`src/hw/rtl/lbcd_pkg.sv`:
```
`timescale 1ns / 1ps
package lbcd_pkg;

	// Default sizes for the top-level parameters.
	localparam int DEF_NUM_BLOCKS  = 64;
	localparam int DEF_DIRTY_DEPTH = 32;

	// Configuration port geometry: two registers, each read as a 32-bit word, at byte addresses 0 and 4.
	localparam int CFG_AW = 3;
	localparam int CFG_DW = 32;

	// Register indexes, taken from paddr[2].
	localparam logic REG_EAGER  = 1'b0;
	localparam logic REG_THRESH = 1'b1;

	// Operation codes.
	localparam logic [3:0] OP_RD_FAULT = 4'd0;
	localparam logic [3:0] OP_WR_FAULT = 4'd1;
	localparam logic [3:0] OP_ACQUIRE  = 4'd2;
	localparam logic [3:0] OP_RELEASE  = 4'd3;
	localparam logic [3:0] OP_REL_ALL  = 4'd4;
	localparam logic [3:0] OP_RELD_ALL = 4'd5;
	localparam logic [3:0] OP_MAP      = 4'd6;
	localparam logic [3:0] OP_UNMAP    = 4'd7;
	localparam logic [3:0] OP_TO_HOST  = 4'd8;

	// Coherence marks.
	localparam logic [1:0] MK_INV   = 2'd0;
	localparam logic [1:0] MK_RO    = 2'd1;
	localparam logic [1:0] MK_DIRTY = 2'd2;
	localparam logic [1:0] MK_HOST  = 2'd3;

	// Host protection codes.
	localparam logic [1:0] PR_NONE = 2'd0;
	localparam logic [1:0] PR_READ = 2'd1;
	localparam logic [1:0] PR_RW   = 2'd2;

	// Copy actions.
	localparam logic [1:0] ACT_NONE    = 2'd0;
	localparam logic [1:0] ACT_TO_HOST = 2'd1;
	localparam logic [1:0] ACT_TO_ACC  = 2'd2;

	typedef struct packed {
		logic [3:0] opcode;
		logic [5:0] block_index;
		logic       acquire_writable;
	} lbcd_in_t;

	typedef struct packed {
		logic [1:0] action;
		logic [5:0] target_block;
		logic [1:0] new_state;
		logic [1:0] protection;
		logic       error;
		logic       last;
	} lbcd_out_t;

	typedef struct packed {
		logic       eager_mode;
		logic [7:0] roll_threshold;
	} lbcd_cfg_t;

	// Protection implied by a mark when an operation leaves it alone.
	function automatic logic [1:0] prot_of(logic [1:0] mark);
		logic [1:0] p;
		case (mark)
			MK_INV:  p = PR_NONE;
			MK_RO:   p = PR_READ;
			default: p = PR_RW;
		endcase
		return p;
	endfunction

endpackage

```
`src/hw/rtl/lazy_block_coherence_dirty_list.sv`:
```
`timescale 1ns / 1ps
// Channel   Direction  Handshake               Payload
// in        input      in_valid / in_ready     in_data   (lbcd_in_t)
// out       output     out_valid / out_ready   out_data  (lbcd_out_t)
// config    input      psel/penable/pready     paddr, pwdata, prdata
//
// One transaction at a time: after the accept, the S_MOD state reduces the index and
// issues the mark and counter reads, staying there while a multiple of NUM_BLOCKS remains
// to strip; S_RD takes the read data, then S_EXEC gives the result. Each block evicted
// from the dirty list passes through S_EV0 to S_EV3, a list insertion through S_PUSH, and
// each list entry searched or shifted by a removal through S_RM0/S_RM1 or S_SH0/S_SH1.
// Reset clears marks to host-only and counters to zero through valid bits at once.
// A stalled result holds the sequencer in place; the last result may wait while
// the next input transaction is taken.
module lazy_block_coherence_dirty_list #(
	parameter int NUM_BLOCKS  = lbcd_pkg::DEF_NUM_BLOCKS,
	parameter int DIRTY_DEPTH = lbcd_pkg::DEF_DIRTY_DEPTH
) (
	input  logic                          clk,
	input  logic                          arst_n,
	input  logic                          in_valid,
	output logic                          in_ready,
	input  lbcd_pkg::lbcd_in_t            in_data,
	output logic                          out_valid,
	input  logic                          out_ready,
	output lbcd_pkg::lbcd_out_t           out_data,
	input  logic                          psel,
	input  logic                          penable,
	input  logic                          pwrite,
	input  logic [lbcd_pkg::CFG_AW-1:0]   paddr,
	input  logic [lbcd_pkg::CFG_DW-1:0]   pwdata,
	output logic [lbcd_pkg::CFG_DW-1:0]   prdata,
	output logic                          pready
);
	import lbcd_pkg::*;

	lbcd_cfg_t cfg;

	// Configuration registers.
	lbcd_apb u_apb (
		.clk     (clk),
		.arst_n  (arst_n),
		.psel    (psel),
		.penable (penable),
		.pwrite  (pwrite),
		.paddr   (paddr),
		.pwdata  (pwdata),
		.prdata  (prdata),
		.pready  (pready),
		.cfg     (cfg)
	);

	// Coherence sequencer with mark, counter and dirty-list storage.
	lbcd_seq #(
		.NUM_BLOCKS  (NUM_BLOCKS),
		.DIRTY_DEPTH (DIRTY_DEPTH)
	) u_seq (
		.clk       (clk),
		.arst_n    (arst_n),
		.in_valid  (in_valid),
		.in_ready  (in_ready),
		.in_data   (in_data),
		.out_valid (out_valid),
		.out_ready (out_ready),
		.out_data  (out_data),
		.cfg       (cfg)
	);

endmodule

```
`src/hw/rtl/lbcd_apb.sv`:
```
`timescale 1ns / 1ps
module lbcd_apb (
	input  logic                               clk,
	input  logic                               arst_n,
	input  logic                               psel,
	input  logic                               penable,
	input  logic                               pwrite,
	input  logic [lbcd_pkg::CFG_AW-1:0]        paddr,
	input  logic [lbcd_pkg::CFG_DW-1:0]        pwdata,
	output logic [lbcd_pkg::CFG_DW-1:0]        prdata,
	output logic                               pready,
	output lbcd_pkg::lbcd_cfg_t                cfg
);
	import lbcd_pkg::*;

	logic       eager_q;
	logic [7:0] thresh_q;
	logic       wr_en;

	assign pready = 1'b1;
	assign wr_en  = psel & penable & pwrite & pready;

	// Register writes complete in the access phase.
	always_ff @(posedge clk or negedge arst_n) begin
		if (!arst_n) begin
			eager_q  <= 1'b0;
			thresh_q <= 8'd2;
		end else if (wr_en) begin
			case (paddr[2])
				REG_EAGER:  eager_q  <= pwdata[0];
				REG_THRESH: thresh_q <= pwdata[7:0];
				default:    eager_q  <= eager_q;
			endcase
		end
	end

	// Read data mux; a nonzero byte offset in the low address bits reads as zero.
	always_comb begin
		prdata = '0;
		case (paddr[2])
			REG_EAGER:  prdata = {{(CFG_DW-1){1'b0}}, eager_q};
			REG_THRESH: prdata = {{(CFG_DW-8){1'b0}}, thresh_q};
			default:    prdata = '0;
		endcase
		if (paddr[1:0] != 2'b00) begin
			prdata = '0;
		end
	end

	assign cfg.eager_mode     = eager_q;
	assign cfg.roll_threshold = thresh_q;

endmodule

```
`src/hw/rtl/lbcd_seq.sv`:
```
`timescale 1ns / 1ps
module lbcd_seq #(
	parameter int NUM_BLOCKS  = lbcd_pkg::DEF_NUM_BLOCKS,
	parameter int DIRTY_DEPTH = lbcd_pkg::DEF_DIRTY_DEPTH
) (
	input  logic                 clk,
	input  logic                 arst_n,
	input  logic                 in_valid,
	output logic                 in_ready,
	input  lbcd_pkg::lbcd_in_t   in_data,
	output logic                 out_valid,
	input  logic                 out_ready,
	output lbcd_pkg::lbcd_out_t  out_data,
	input  lbcd_pkg::lbcd_cfg_t  cfg
);
	import lbcd_pkg::*;

	localparam int AW = (NUM_BLOCKS > 1) ? $clog2(NUM_BLOCKS) : 1;
	localparam int PW = (DIRTY_DEPTH > 1) ? $clog2(DIRTY_DEPTH) : 1;
	localparam int CW = $clog2(DIRTY_DEPTH + 1);
	localparam logic [5:0]    NB_MOD  = 6'(NUM_BLOCKS % 64);
	localparam logic [CW-1:0] DEPTH_C = CW'(DIRTY_DEPTH);

	typedef enum logic [3:0] {
		S_IDLE, S_MOD, S_RD, S_EXEC, S_PUSH,
		S_EV0, S_EV1, S_EV2, S_EV3,
		S_RM0, S_RM1, S_SH0, S_SH1
	} state_t;

	// Position in the circular dirty list, relative to its head.
	function automatic logic [PW-1:0] wrap_add(logic [PW-1:0] h, logic [CW-1:0] i);
		logic [CW:0] s;
		s = (CW+1)'(h) + (CW+1)'(i);
		if (s >= (CW+1)'(DIRTY_DEPTH)) begin
			s = s - (CW+1)'(DIRTY_DEPTH);
		end
		return PW'(s);
	endfunction

	state_t          state_q;
	logic [3:0]      op_q;
	logic [5:0]      blk_q;
	logic            wr_q;
	logic [1:0]      m_q;
	logic [7:0]      wfc_q;
	logic [CW-1:0]   dcount_q;
	logic [CW-1:0]   lim_q;
	logic [PW-1:0]   head_q;
	logic [CW-1:0]   idx_q;
	logic            push_pend_q;
	logic [5:0]      ev_blk_q;
	logic [1:0]      ev_m_q;
	logic            out_valid_q;
	lbcd_out_t       out_q;

	// Storage: marks and fault counters with valid bits, dirty list without.
	logic [1:0]            mark_mem [NUM_BLOCKS];
	logic [7:0]            cnt_mem  [NUM_BLOCKS];
	logic [5:0]            fifo_mem [DIRTY_DEPTH];
	logic [NUM_BLOCKS-1:0] mark_vld_q;
	logic [NUM_BLOCKS-1:0] cnt_vld_q;
	logic [1:0]            mark_rd_q;
	logic                  mvld_rd_q;
	logic [7:0]            cnt_rd_q;
	logic                  cvld_rd_q;
	logic [5:0]            fifo_rd_q;

	logic            mark_we;
	logic [AW-1:0]   mark_wa;
	logic [1:0]      mark_wd;
	logic [AW-1:0]   mark_ra;
	logic            cnt_we;
	logic [7:0]      cnt_wd;
	logic            fifo_we;
	logic [PW-1:0]   fifo_wa;
	logic [5:0]      fifo_wd;
	logic [PW-1:0]   fifo_ra;

	logic            emit;
	lbcd_out_t       out_d;
	logic            out_free;
	logic [1:0]      rd_mark;
	logic [7:0]      rd_cnt;
	logic [7:0]      cnt_new;
	logic            trig;
	logic [CW-1:0]   lim_inc;
	logic            add;
	logic            full;
	logic            more_add;
	logic [CW-1:0]   floor_c;
	logic            ev_last;
	logic            shrink;
	logic [CW-1:0]   idx_nxt;

	assign out_free  = !out_valid_q || out_ready;
	assign in_ready  = (state_q == S_IDLE);
	assign out_valid = out_valid_q;
	assign out_data  = out_q;

	assign rd_mark = mvld_rd_q ? mark_rd_q : MK_HOST;
	assign rd_cnt  = cvld_rd_q ? cnt_rd_q : 8'd0;
	assign idx_nxt = idx_q + CW'(1);

	// Decisions shared by the result, the writes and the next state.
	always_comb begin
		cnt_new = wfc_q;
		if (op_q == OP_WR_FAULT && wfc_q != 8'hFF) begin
			cnt_new = wfc_q + 8'd1;
		end
		trig    = cfg.eager_mode && (cnt_new >= cfg.roll_threshold);
		lim_inc = (trig && lim_q < DEPTH_C) ? lim_q + CW'(1) : lim_q;
		add     = (op_q == OP_WR_FAULT && m_q != MK_DIRTY) ||
		          (op_q == OP_MAP && m_q == MK_HOST);
		full    = dcount_q >= DEPTH_C;
		more_add = full ||
		           (cfg.eager_mode && ((CW+1)'(dcount_q) + (CW+1)'(1) > (CW+1)'(lim_inc)));
		floor_c = (op_q == OP_REL_ALL) ? '0 : lim_q;
		ev_last = push_pend_q ? !(cfg.eager_mode && DEPTH_C > lim_q) : (dcount_q <= floor_c);
		shrink  = cfg.eager_mode && dcount_q < lim_q && lim_q > CW'(1);
	end

	// Result, memory writes and read addresses for the current step.
	always_comb begin
		emit    = 1'b0;
		out_d.action       = ACT_NONE;
		out_d.target_block = blk_q;
		out_d.new_state    = m_q;
		out_d.protection   = prot_of(m_q);
		out_d.error        = 1'b0;
		out_d.last         = 1'b1;
		mark_we = 1'b0;
		mark_wa = AW'(blk_q);
		mark_wd = m_q;
		mark_ra = AW'(blk_q);
		cnt_we  = 1'b0;
		cnt_wd  = cnt_new;
		fifo_we = 1'b0;
		fifo_wa = wrap_add(head_q, dcount_q);
		fifo_wd = blk_q;
		fifo_ra = head_q;
		case (state_q)
			S_EXEC: begin
				if (out_free) begin
					emit = 1'b1;
					case (op_q)
						OP_RD_FAULT: begin
							if (m_q == MK_INV) begin
								mark_we = 1'b1;
								mark_wd = MK_RO;
								out_d.action     = ACT_TO_HOST;
								out_d.new_state  = MK_RO;
								out_d.protection = PR_READ;
							end else if (m_q != MK_HOST) begin
								out_d.protection = PR_READ;
							end
						end
						OP_WR_FAULT: begin
							cnt_we = 1'b1;
							cnt_wd = (add && trig) ? 8'd0 : cnt_new;
							if (m_q != MK_DIRTY) begin
								mark_we = 1'b1;
								mark_wd = MK_DIRTY;
								out_d.action    = (m_q == MK_INV) ? ACT_TO_HOST : ACT_NONE;
								out_d.new_state = MK_DIRTY;
								out_d.protection = PR_RW;
								out_d.last      = !more_add;
							end
						end
						OP_ACQUIRE: begin
							if ((m_q == MK_INV || m_q == MK_RO) && wr_q) begin
								mark_we = 1'b1;
								mark_wd = MK_INV;
								out_d.new_state  = MK_INV;
								out_d.protection = PR_NONE;
							end
						end
						OP_RELEASE: begin
							if (m_q == MK_DIRTY) begin
								mark_we = 1'b1;
								mark_wd = MK_RO;
								out_d.action     = ACT_TO_ACC;
								out_d.new_state  = MK_RO;
								out_d.protection = PR_READ;
							end
						end
						OP_REL_ALL: begin
							emit = (dcount_q == '0);
						end
						OP_MAP: begin
							if (m_q == MK_HOST) begin
								mark_we = 1'b1;
								mark_wd = MK_DIRTY;
								cnt_we  = trig;
								cnt_wd  = 8'd0;
								out_d.new_state  = MK_DIRTY;
								out_d.protection = PR_RW;
								out_d.last       = !more_add;
							end else begin
								out_d.error = 1'b1;
							end
						end
						OP_UNMAP: begin
							mark_we = 1'b1;
							mark_wd = MK_HOST;
							out_d.action     = (m_q == MK_INV) ? ACT_TO_HOST : ACT_NONE;
							out_d.new_state  = MK_HOST;
							out_d.protection = PR_RW;
						end
						OP_TO_HOST: begin
							if (m_q == MK_INV) begin
								mark_we = 1'b1;
								mark_wd = MK_RO;
								out_d.action     = ACT_TO_HOST;
								out_d.new_state  = MK_RO;
								out_d.protection = PR_READ;
							end
						end
						default: begin
							emit = 1'b1;
						end
					endcase
				end
			end
			S_EV1: begin
				mark_ra = AW'(fifo_rd_q);
			end
			S_EV3: begin
				if (out_free) begin
					emit = 1'b1;
					mark_wa = AW'(ev_blk_q);
					out_d.target_block = ev_blk_q;
					out_d.last         = ev_last;
					if (ev_m_q == MK_DIRTY) begin
						mark_we = 1'b1;
						mark_wd = MK_RO;
						out_d.action     = ACT_TO_ACC;
						out_d.new_state  = MK_RO;
						out_d.protection = PR_READ;
					end else begin
						out_d.new_state  = ev_m_q;
						out_d.protection = prot_of(ev_m_q);
					end
				end
			end
			S_PUSH: begin
				fifo_we = 1'b1;
			end
			S_RM0: begin
				fifo_ra = wrap_add(head_q, idx_q);
			end
			S_SH0: begin
				fifo_ra = wrap_add(head_q, idx_nxt);
			end
			S_SH1: begin
				fifo_we = 1'b1;
				fifo_wa = wrap_add(head_q, idx_q);
				fifo_wd = fifo_rd_q;
			end
			default: begin
				emit = 1'b0;
			end
		endcase
	end

	// Memory ports, read data registered.
	always_ff @(posedge clk) begin
		if (mark_we) begin
			mark_mem[mark_wa] <= mark_wd;
		end
		if (cnt_we) begin
			cnt_mem[AW'(blk_q)] <= cnt_wd;
		end
		if (fifo_we) begin
			fifo_mem[fifo_wa] <= fifo_wd;
		end
		mark_rd_q <= mark_mem[mark_ra];
		mvld_rd_q <= mark_vld_q[mark_ra];
		cnt_rd_q  <= cnt_mem[AW'(blk_q)];
		cvld_rd_q <= cnt_vld_q[AW'(blk_q)];
		fifo_rd_q <= fifo_mem[fifo_ra];
	end

	// An entry that was never written reads as its reset value.
	always_ff @(posedge clk or negedge arst_n) begin
		if (!arst_n) begin
			mark_vld_q <= '0;
			cnt_vld_q  <= '0;
		end else begin
			if (mark_we) begin
				mark_vld_q[mark_wa] <= 1'b1;
			end
			if (cnt_we) begin
				cnt_vld_q[AW'(blk_q)] <= 1'b1;
			end
		end
	end

	// Result register payload.
	always_ff @(posedge clk) begin
		if (emit) begin
			out_q <= out_d;
		end
	end

	// Sequencer.
	always_ff @(posedge clk or negedge arst_n) begin
		if (!arst_n) begin
			state_q     <= S_IDLE;
			out_valid_q <= 1'b0;
			dcount_q    <= '0;
			lim_q       <= CW'(1);
			head_q      <= '0;
			push_pend_q <= 1'b0;
			idx_q       <= '0;
			op_q        <= OP_RD_FAULT;
			blk_q       <= '0;
			wr_q        <= 1'b0;
			m_q         <= MK_HOST;
			wfc_q       <= '0;
			ev_blk_q    <= '0;
			ev_m_q      <= MK_HOST;
		end else begin
			if (emit) begin
				out_valid_q <= 1'b1;
			end else if (out_ready) begin
				out_valid_q <= 1'b0;
			end
			case (state_q)
				S_IDLE: begin
					if (in_valid) begin
						op_q    <= in_data.opcode;
						blk_q   <= in_data.block_index;
						wr_q    <= in_data.acquire_writable;
						state_q <= S_MOD;
					end
				end
				S_MOD: begin
					if (32'(blk_q) >= NUM_BLOCKS) begin
						blk_q <= blk_q - NB_MOD;
					end else begin
						state_q <= S_RD;
					end
				end
				S_RD: begin
					m_q     <= rd_mark;
					wfc_q   <= rd_cnt;
					state_q <= S_EXEC;
				end
				S_EXEC: begin
					if (out_free) begin
						state_q <= S_IDLE;
						case (op_q)
							OP_WR_FAULT, OP_MAP: begin
								if (add) begin
									lim_q       <= lim_inc;
									push_pend_q <= full;
									state_q     <= full ? S_EV0 : S_PUSH;
								end
							end
							OP_RELEASE: begin
								if (m_q == MK_DIRTY) begin
									idx_q   <= '0;
									state_q <= S_RM0;
								end
							end
							OP_UNMAP: begin
								idx_q   <= '0;
								state_q <= S_RM0;
							end
							OP_REL_ALL: begin
								if (shrink) begin
									lim_q <= lim_q >> 1;
								end
								push_pend_q <= 1'b0;
								if (dcount_q != '0) begin
									state_q <= S_EV0;
								end
							end
							OP_RELD_ALL: begin
								if (shrink) begin
									lim_q <= lim_q >> 1;
								end
							end
							default: begin
								state_q <= S_IDLE;
							end
						endcase
					end
				end
				S_EV0: begin
					head_q   <= wrap_add(head_q, CW'(1));
					dcount_q <= dcount_q - CW'(1);
					state_q  <= S_EV1;
				end
				S_EV1: begin
					ev_blk_q <= fifo_rd_q;
					state_q  <= S_EV2;
				end
				S_EV2: begin
					ev_m_q  <= rd_mark;
					state_q <= S_EV3;
				end
				S_EV3: begin
					if (out_free) begin
						if (push_pend_q) begin
							push_pend_q <= 1'b0;
							state_q     <= S_PUSH;
						end else if (dcount_q > floor_c) begin
							state_q <= S_EV0;
						end else begin
							state_q <= S_IDLE;
						end
					end
				end
				S_PUSH: begin
					dcount_q <= dcount_q + CW'(1);
					if (cfg.eager_mode &&
					    ((CW+1)'(dcount_q) + (CW+1)'(1) > (CW+1)'(lim_q))) begin
						state_q <= S_EV0;
					end else begin
						state_q <= S_IDLE;
					end
				end
				S_RM0: begin
					state_q <= (idx_q < dcount_q) ? S_RM1 : S_IDLE;
				end
				S_RM1: begin
					if (fifo_rd_q == blk_q) begin
						state_q <= S_SH0;
					end else begin
						idx_q   <= idx_nxt;
						state_q <= S_RM0;
					end
				end
				S_SH0: begin
					if ((CW+1)'(idx_q) + (CW+1)'(1) < (CW+1)'(dcount_q)) begin
						state_q <= S_SH1;
					end else begin
						dcount_q <= dcount_q - CW'(1);
						state_q  <= S_IDLE;
					end
				end
				S_SH1: begin
					idx_q   <= idx_nxt;
					state_q <= S_SH0;
				end
				default: begin
					state_q <= S_IDLE;
				end
			endcase
		end
	end

endmodule

```
`config.mk`:
```
export PLATFORM = sky130hd
export DESIGN_NAME = lazy_block_coherence_dirty_list
export DESIGN_NICKNAME = d
export VERILOG_FILES = /design/src/hw/rtl/lbcd_pkg.sv /design/src/hw/rtl/lazy_block_coherence_dirty_list.sv /design/src/hw/rtl/lbcd_apb.sv /design/src/hw/rtl/lbcd_seq.sv
export SDC_FILE = /design/constraint.sdc
export NUM_CORES = 1
export LEC_CHECK = 0
export ABC_AREA = 1
export BUFFER_PORTS_ARGS = -buffer_cell sky130_fd_sc_hd__clkbuf_2
export CAP_MARGIN = 20
export CORE_ASPECT_RATIO = 2
export CORE_MARGIN = 5
export CORE_UTILIZATION = 55
export CTS_CLUSTER_SIZE = 12
export DETAILED_ROUTE_END_ITERATION = 12
export PLACE_DENSITY = 0.71
export RECOVER_POWER = 50
export SLEW_MARGIN = 20
export SYNTH_ARGS = -nofsm -noshare
export SYNTH_HDL_FRONTEND = slang
export SYNTH_SLANG_ARGS = --single-unit
export TNS_END_PERCENT = 30
```
`constraint.sdc`:
```
create_clock -name clk -period 8.1 [get_ports clk]
set_input_delay 0.81 -clock clk [delete_from_list [all_inputs] [get_ports clk]]
set_output_delay 0.81 -clock clk [all_outputs]
set_load 0.01 [all_outputs]
```
# Word-level counts from Yosys, hierarchy flattened
# Memories as Yosys holds them, arrays and structs flattened. A register that Yosys moved wholly into a read port is not among the register bits.
# Index checks and enable logic that the tools add are counted.
[word_totals]
output_inout_bits = 49
input_bits = 53
mem_count = 3
mem_bits_rw = 832
regBits = 211
[classes]
n_mux = 127
magnitude_cmp = 21
n_reduce_logical = 47
bitwise_logic = 5
n_addsub = 15
eq_ne = 40
[mem_list]
columns = ["name", "depth", "word_bits", "rd", "rd_ports_with_merged_regs", "wr", "line", "rtl"]
rows = [
  ["u_seq.cnt_mem", 64, 8, 1, 1, 1, "lbcd_seq.sv:58", "logic [7:0] cnt_mem [NUM_BLOCKS];"],
  ["u_seq.fifo_mem", 32, 6, 1, 1, 1, "lbcd_seq.sv:59", "logic [5:0] fifo_mem [DIRTY_DEPTH];"],
  ["u_seq.mark_mem", 64, 2, 1, 1, 1, "lbcd_seq.sv:57", "logic [1:0] mark_mem [NUM_BLOCKS];"],
]
[ops]
columns = ["operator", "count"]
rows = [
  ["64-bit OR", 2],
  ["6-bit 2-to-1 mux", 14],
  ["32-bit case mux with 2 select lines", 1],
  ["4-bit 2-to-1 mux", 14],
  ["4-bit case mux with 13 select lines", 1],
  ["8-bit 2-to-1 mux", 6],
  ["1-bit 2-to-1 mux", 38],
  ["6-bit case mux with 3 select lines", 2],
  ["4-bit by 3-bit == test with 1-bit output, second input constant", 8],
  ["2-bit 2-to-1 mux", 16],
  ["32-bit 2-to-1 mux", 1],
  ["4-bit case mux with 7 select lines", 1],
  ["5-bit 2-to-1 mux", 5],
  ["4-bit == test, second input constant", 6],
  ["6-bit case mux with 2 select lines", 2],
  ["5-bit by 6-bit adder with 7-bit output", 3],
  ["7-bit by 6-bit greater-or-equal comparator with 1-bit output, second input constant", 3],
  ["6-bit by 7-bit < comparator with 1-bit output, second input constant", 3],
  ["5-bit by 1-bit subtractor with 5-bit output, second input constant", 4],
  ["6-bit by 1-bit adder with 6-bit output, second input constant", 3],
  ["4-bit by 2-bit == test with 1-bit output, second input constant", 4],
  ["2-bit case mux with 2 select lines", 4],
  ["4-bit case mux with 4 select lines", 1],
  ["8-bit case mux with 2 select lines", 1],
  ["other kinds (50)", 112],
]

# Longest topological paths before layout
[depth]
depth_word = 15
depth_mapped = 27

# By module
# From an unflattened synthesis, not the netlist that was laid out.
[unflattened]
hier_cells = 4206
area_unflattened_um2 = 46389.5
[by_module_without_submodules]
columns = ["module", "area_per_inst_um2", "n_inst", "cells_per_inst", "seq_area_each_um2"]
rows = [
  ["lbcd_seq", 45715.1, 1, 4115, 30425.4],
  ["lbcd_apb", 674.4, 1, 91, 226.5],
]

# Worst setup path after synthesis
# No wires, ideal clock.
[synth_path]
path_type = "reg-to-reg"
startpoint = "register u_seq.wfc_q[0]"
endpoint = "memory u_seq.cnt_mem[0][2] (data pin)"
path_slack_ps = 3427
n_path_buf = 0
required_ps = 7551
t_arrival_ps = 4124
stages_incl_launch_ff = 17
cell_sequence = "dfrtp_1 ha_1 nand2_1 or3_1 nor2_1 nand2_1 nand2_1 inv_1 nand2_1 xor2_1 ha_1 a21oi_1 o21a_1 nand2_1 nand2_1 o21ai_0 a21oi_1"
[synth_between]
elab_chain_len = 10
elab_cells_between_ends = 12
classes_between = "add/sub (1); order compare (1); eq/ne (1); mux (6); reduce/logical (3)"
[synth_rtl]
columns = ["element", "line", "rtl"]
rows = [
  ["start, declared", "lbcd_seq.sv:45", "logic [7:0] wfc_q;"],
  ["start signal, assigned", "lbcd_seq.sv:346", "wfc_q <= rd_cnt;"],
  ["parallel branches: the longest is 2 deep, another holds 8-bit by 1-bit adder with 8-bit output", "--", ""],
  ["8-bit 2-to-1 mux (*)", "lbcd_seq.sv:107", "if (op_q == OP_WR_FAULT && wfc_q != 8'hFF) begin"],
  ["8-bit greater-or-equal comparator", "lbcd_seq.sv:110", "trig = cfg.eager_mode && (cnt_new >= cfg.roll_threshold);"],
  ["1-bit logical AND", "lbcd_seq.sv:110", ""],
  ["1-bit logical AND", "lbcd_seq.sv:159", "cnt_wd = (add && trig) ? 8'd0 : cnt_new;"],
  ["8-bit 2-to-1 mux", "lbcd_seq.sv:159", ""],
  ["8-bit case mux with 2 select lines", "lbcd_seq.sv:145", "case (op_q)"],
  ["8-bit 2-to-1 mux", "lbcd_seq.sv:143", "if (out_free) begin"],
  ["8-bit 2-to-1 mux (*)", "lbcd_seq.sv:141", "case (state_q)"],
  ["net u_seq.cnt_wd[2]", "lbcd_seq.sv:73", "logic [7:0] cnt_wd;"],
  ["end, declared", "lbcd_seq.sv:58", ""],
]
# Mark *: on every way through the listed nets, which the timed path passes.

==> flow_summary_export.csv <==
group,metric,value,unit
timing,tns,0,ps
cts,ctsResizeCount,0,
pwr,total_power,17200,uW
logic_synthesis,synth_top_cell_area_share,0.547,
run,drv_cap,16,
layout,drive_gt1_frac,0.0599,
setup_path,worst_setup_path_end_kind,"register",
placement,dp_hpwl,81100,um
detailed_routing,postRouteAntennaNets,0,
pwr,ir_drop,0.235,mV
grt,antenna_found_initial,4,
placement,port_buffers,52,
outcome,violations,"capacitance limit, slew limit",
grt,use_met2,0.487,
detailed_routing,post_drt_wl_per_cell,22.5,um
setup_path,cpMostUsedCell,"nand2_1",
cts,cts.sink_count,1059,
layout,regArea,30700,um^2
cts,cts_root_buf,"clkbuf_16",
detailed_routing,first_pass_iters,9,
layout,fin_nets,4461,
grt,grt_util_all_layers,0.267,
logic_synthesis,synthCells,4305,
logic_synthesis,syn_area_per_cell,10.8,um^2
timing,setup_viol_count_final,0,
cts,numCtsBuffers,100,
grt,grt_pass1_wl,186000,um
floorplan,core,83700,um^2
timing,tightestPinTransition,4560,ps
logic_synthesis,yosysUniqueCellTypes,57,
setup_path,critical_path_arrival,6420,ps
grt,first_global_vias,32200,
setup_path,cp_max_fo,48,
logic_synthesis,synth-warning-count,0,
detailed_routing,vias,31900,
logic_synthesis,yosys-top-cells-area,"edfxtp_1 55%, dfrtp_1 10%, nand2_1 8.3%",
setup_path,cp_data_required_time,8660,ps
cts,h-tree-depth,3,
hold_path,holdCritPathClass,"input pin to register",
logic_synthesis,async_reset_ff_frac,0.184,
logic_synthesis,yosysSeqAreaShare,0.660,
cts,cts_buffer_depth,3,
setup_path,critical_path.top_delay_family,"buffers and inverters",
setup_path,cp_slowest_stage_delay,1170,ps
grt,busiest_layer,"met2",
pwr,p_leak,0.0198,uW
setup_path,critPathKind,"register to register",
floorplan,initial_core_util,0.555,
layout,syn2layout_area_growth,8.84,%
timing,max_slew_margin,-2.04,
logic_synthesis,synth_common_cells,"1025 x nand2_1, 846 x edfxtp_1, 426 x inv_1, 398 x nand3_1, 281 x nor2_1",
cts,path_clk_slew,60,ps
timing,finalHoldViolCount,0,
layout,fillers,6879,
layout,multi_input_area,13200,um^2
timing,fin_skew,19.3,ps
floorplan,die_x,215,um
floorplan,io-pin-count,102,
logic_synthesis,synth_edf_count,846,
timing,layout_min_cycle_time,5860,ps
cts,worstSkewPairLatency,700,ps
grt,grt_use_met3,0.0377,
grt,grt_max_degree,116,
timing,rsz0062_at_grt,"false",
floorplan,dieArea,90700,um^2
cts,holdBufCountCts,0,
logic_synthesis,synth.most_common_cell,"nand2_1",
placement,place_congestion,0.959,
setup_path,cpMaxStageDelayCell,"clkbuf_1",
detailed_routing,drt_iter0_drc,2742,
outcome,status,"finished with violations",
pwr,power.density,340,nW/um^2
setup_path,startpoint_type,"register",
logic_synthesis,ys_seq_elements,1059,
floorplan,fp.dieH,421,um
grt,grt-ovfl-total,0,
detailed_routing,routed_wl,123000,um
cts,cts_setup_buffers,0,
timing,fin_crit_sh,0.724,
logic_synthesis,yosys_most_used_dff,"edfxtp_1",
timing,fmaxAchievable,0.171,GHz
grt,met1_usage,0.284,
cts,cts_tree,"yes",
setup_path,crit_chain,"inv_1 -> nand3_1 -> clkbuf_1 -> inv_1 -> clkbuf_1 -> a221oi_1 -> nand2_1 -> nand2_1 -> nand2_1 -> nor2_1 -> nand2_1",
detailed_routing,viasPerCell,5.82,
floorplan,fp-row-count,150,
timing,slew_violations,721,
setup_path,crit_buf_inv,4,
detailed_routing,drt_drc_violations_left,0,
logic_synthesis,syn_area,46400,um^2
logic_synthesis,synth.largest_area_cell,"edfxtp_1",
[state kept, by name, indices dropped and copies added, names as in the netlist, 2 cells and up]
register / count
u_seq.cnt_rd_q: 8
u_seq.idx_q: 6
u_seq.cnt_vld_q: 64
u_seq.lim_q: 6
u_seq.mark_vld_q: 64
u_seq.ev_blk_q: 6
u_seq.mark_mem: 128
u_seq.dcount_q: 6
u_seq.cnt_mem: 512
u_seq.ev_m_q: 2
u_seq.m_q: 2
u_seq.state_q: 4
u_seq.fifo_mem: 192
u_seq.wfc_q: 8
u_seq.out_data: 14
u_apb.thresh_q: 8
u_seq.op_q: 4
u_seq.head_q: 5
u_seq.mark_rd_q: 2
u_seq.fifo_rd_q: 6
u_seq.blk_q: 6
[power breakdown]
group | switching (uW) | internal [uW] | leakage, uW
logic | 4330 | 1500 | 0.00844
clock network | 1980 | 2410 | 0.00143
registers | 305 | 6680 | 0.00989
total | 6610 | 10600 | 0.0198
[logic make-up (layout without fill, tap and decap cells)]
group,count (synthesis),count (layout),share of synthesized area
AO/OA/AOI/OAI,553,553,0.0750
XOR/XNOR,38,38,0.00717
adder cells (fa/ha/maj),81,81,0.0225
buffers and inverters,675,753,0.0588
flip-flops,1059,1059,0.660
multiplexers,1,1,0.000242
other,2,27,0.000162
AND/OR/NAND/NOR,1896,1896,0.176
[cell type report]
cell class,count,area share
Sequential cell,1059,0.606
Multi-Input combinational cell,2594,0.261
Clock buffer,170,0.0560
Inverter,459,0.0341
Tap cell,1064,0.0263
Timing Repair Buffer,113,0.0126
Clock inverter,11,0.00300
Antenna cell,2,0.0000990
[per-layer routing]
layer / part of all wire / wire (um) / vias up
met5: 0.00020 / 24 / -
met4: 0.080 / 9860 / 4
met3: 0.056 / 6870 / 414
met2: 0.53 / 64900 / 1233
met1: 0.34 / 41300 / 15400
li1: - / - / 14800
[worst min-delay path, stage by stage]
cell,delay (ps)
clkbuf_2,80
nor2_1,90
a21oi_1,40
[path summary, 6_finish.rpt]
path                                           start                   end  slack (ps)  depth (start not counted)
worst max-delay path                  u_seq.blk_q[0]     u_seq.cnt_rd_q[7]        2240                         11
max in group asynchronous                     arst_n     u_seq.dcount_q[2]        2710                          2
worst max register to register        u_seq.blk_q[0]     u_seq.cnt_rd_q[7]        2240                         11
worst min-delay path                       pwdata[1]     u_apb.thresh_q[1]         330                          3
worst min register to register  u_seq.mark_vld_q[42]  u_seq.mark_vld_q[42]         450                          2
min in group asynchronous                     arst_n  u_seq.mark_vld_q[52]        1740                          1
[placed cells by master, fill, tap and decap left out, drive strengths merged, types with 28 or more instances in the layout]
master  netlist  final
o211ai       60     60
a221oi       34     34
nand3b       49     49
nand4        75     75
a21oi        92     92
nand3       402    402
dfrtp       189    189
xor2         28     28
clkbuf      101    236
inv         456    462
edfxtp      846    846
ha           77     77
nand2      1032   1032
buf         115     47
o21ai       212    212
nor2        294    294
a22oi        59     59
[metrics by stage]
| stage | utilization | cells | area [um^2] | worst slack (ps) | hold WS, ps |
|---|---|---|---|---|---|
| finish | 0.604 | 5472 | 50500 | 2240 | 328 |
| global route | 0.604 | 5470 | 50500 | 1750 | 310 |
| CTS | 0.606 | 5470 | 50700 | 3110 | 147 |
| detailed placement | 0.571 | 5289 | 47800 | 3140 | 437 |
| global placement | 0.571 | 5289 | 47800 | 3160 | 432 |
| floorplan | - | 4328 | 46500 | 3430 | 422 |
No activity file was read; power rests on OpenSTA's default activity.
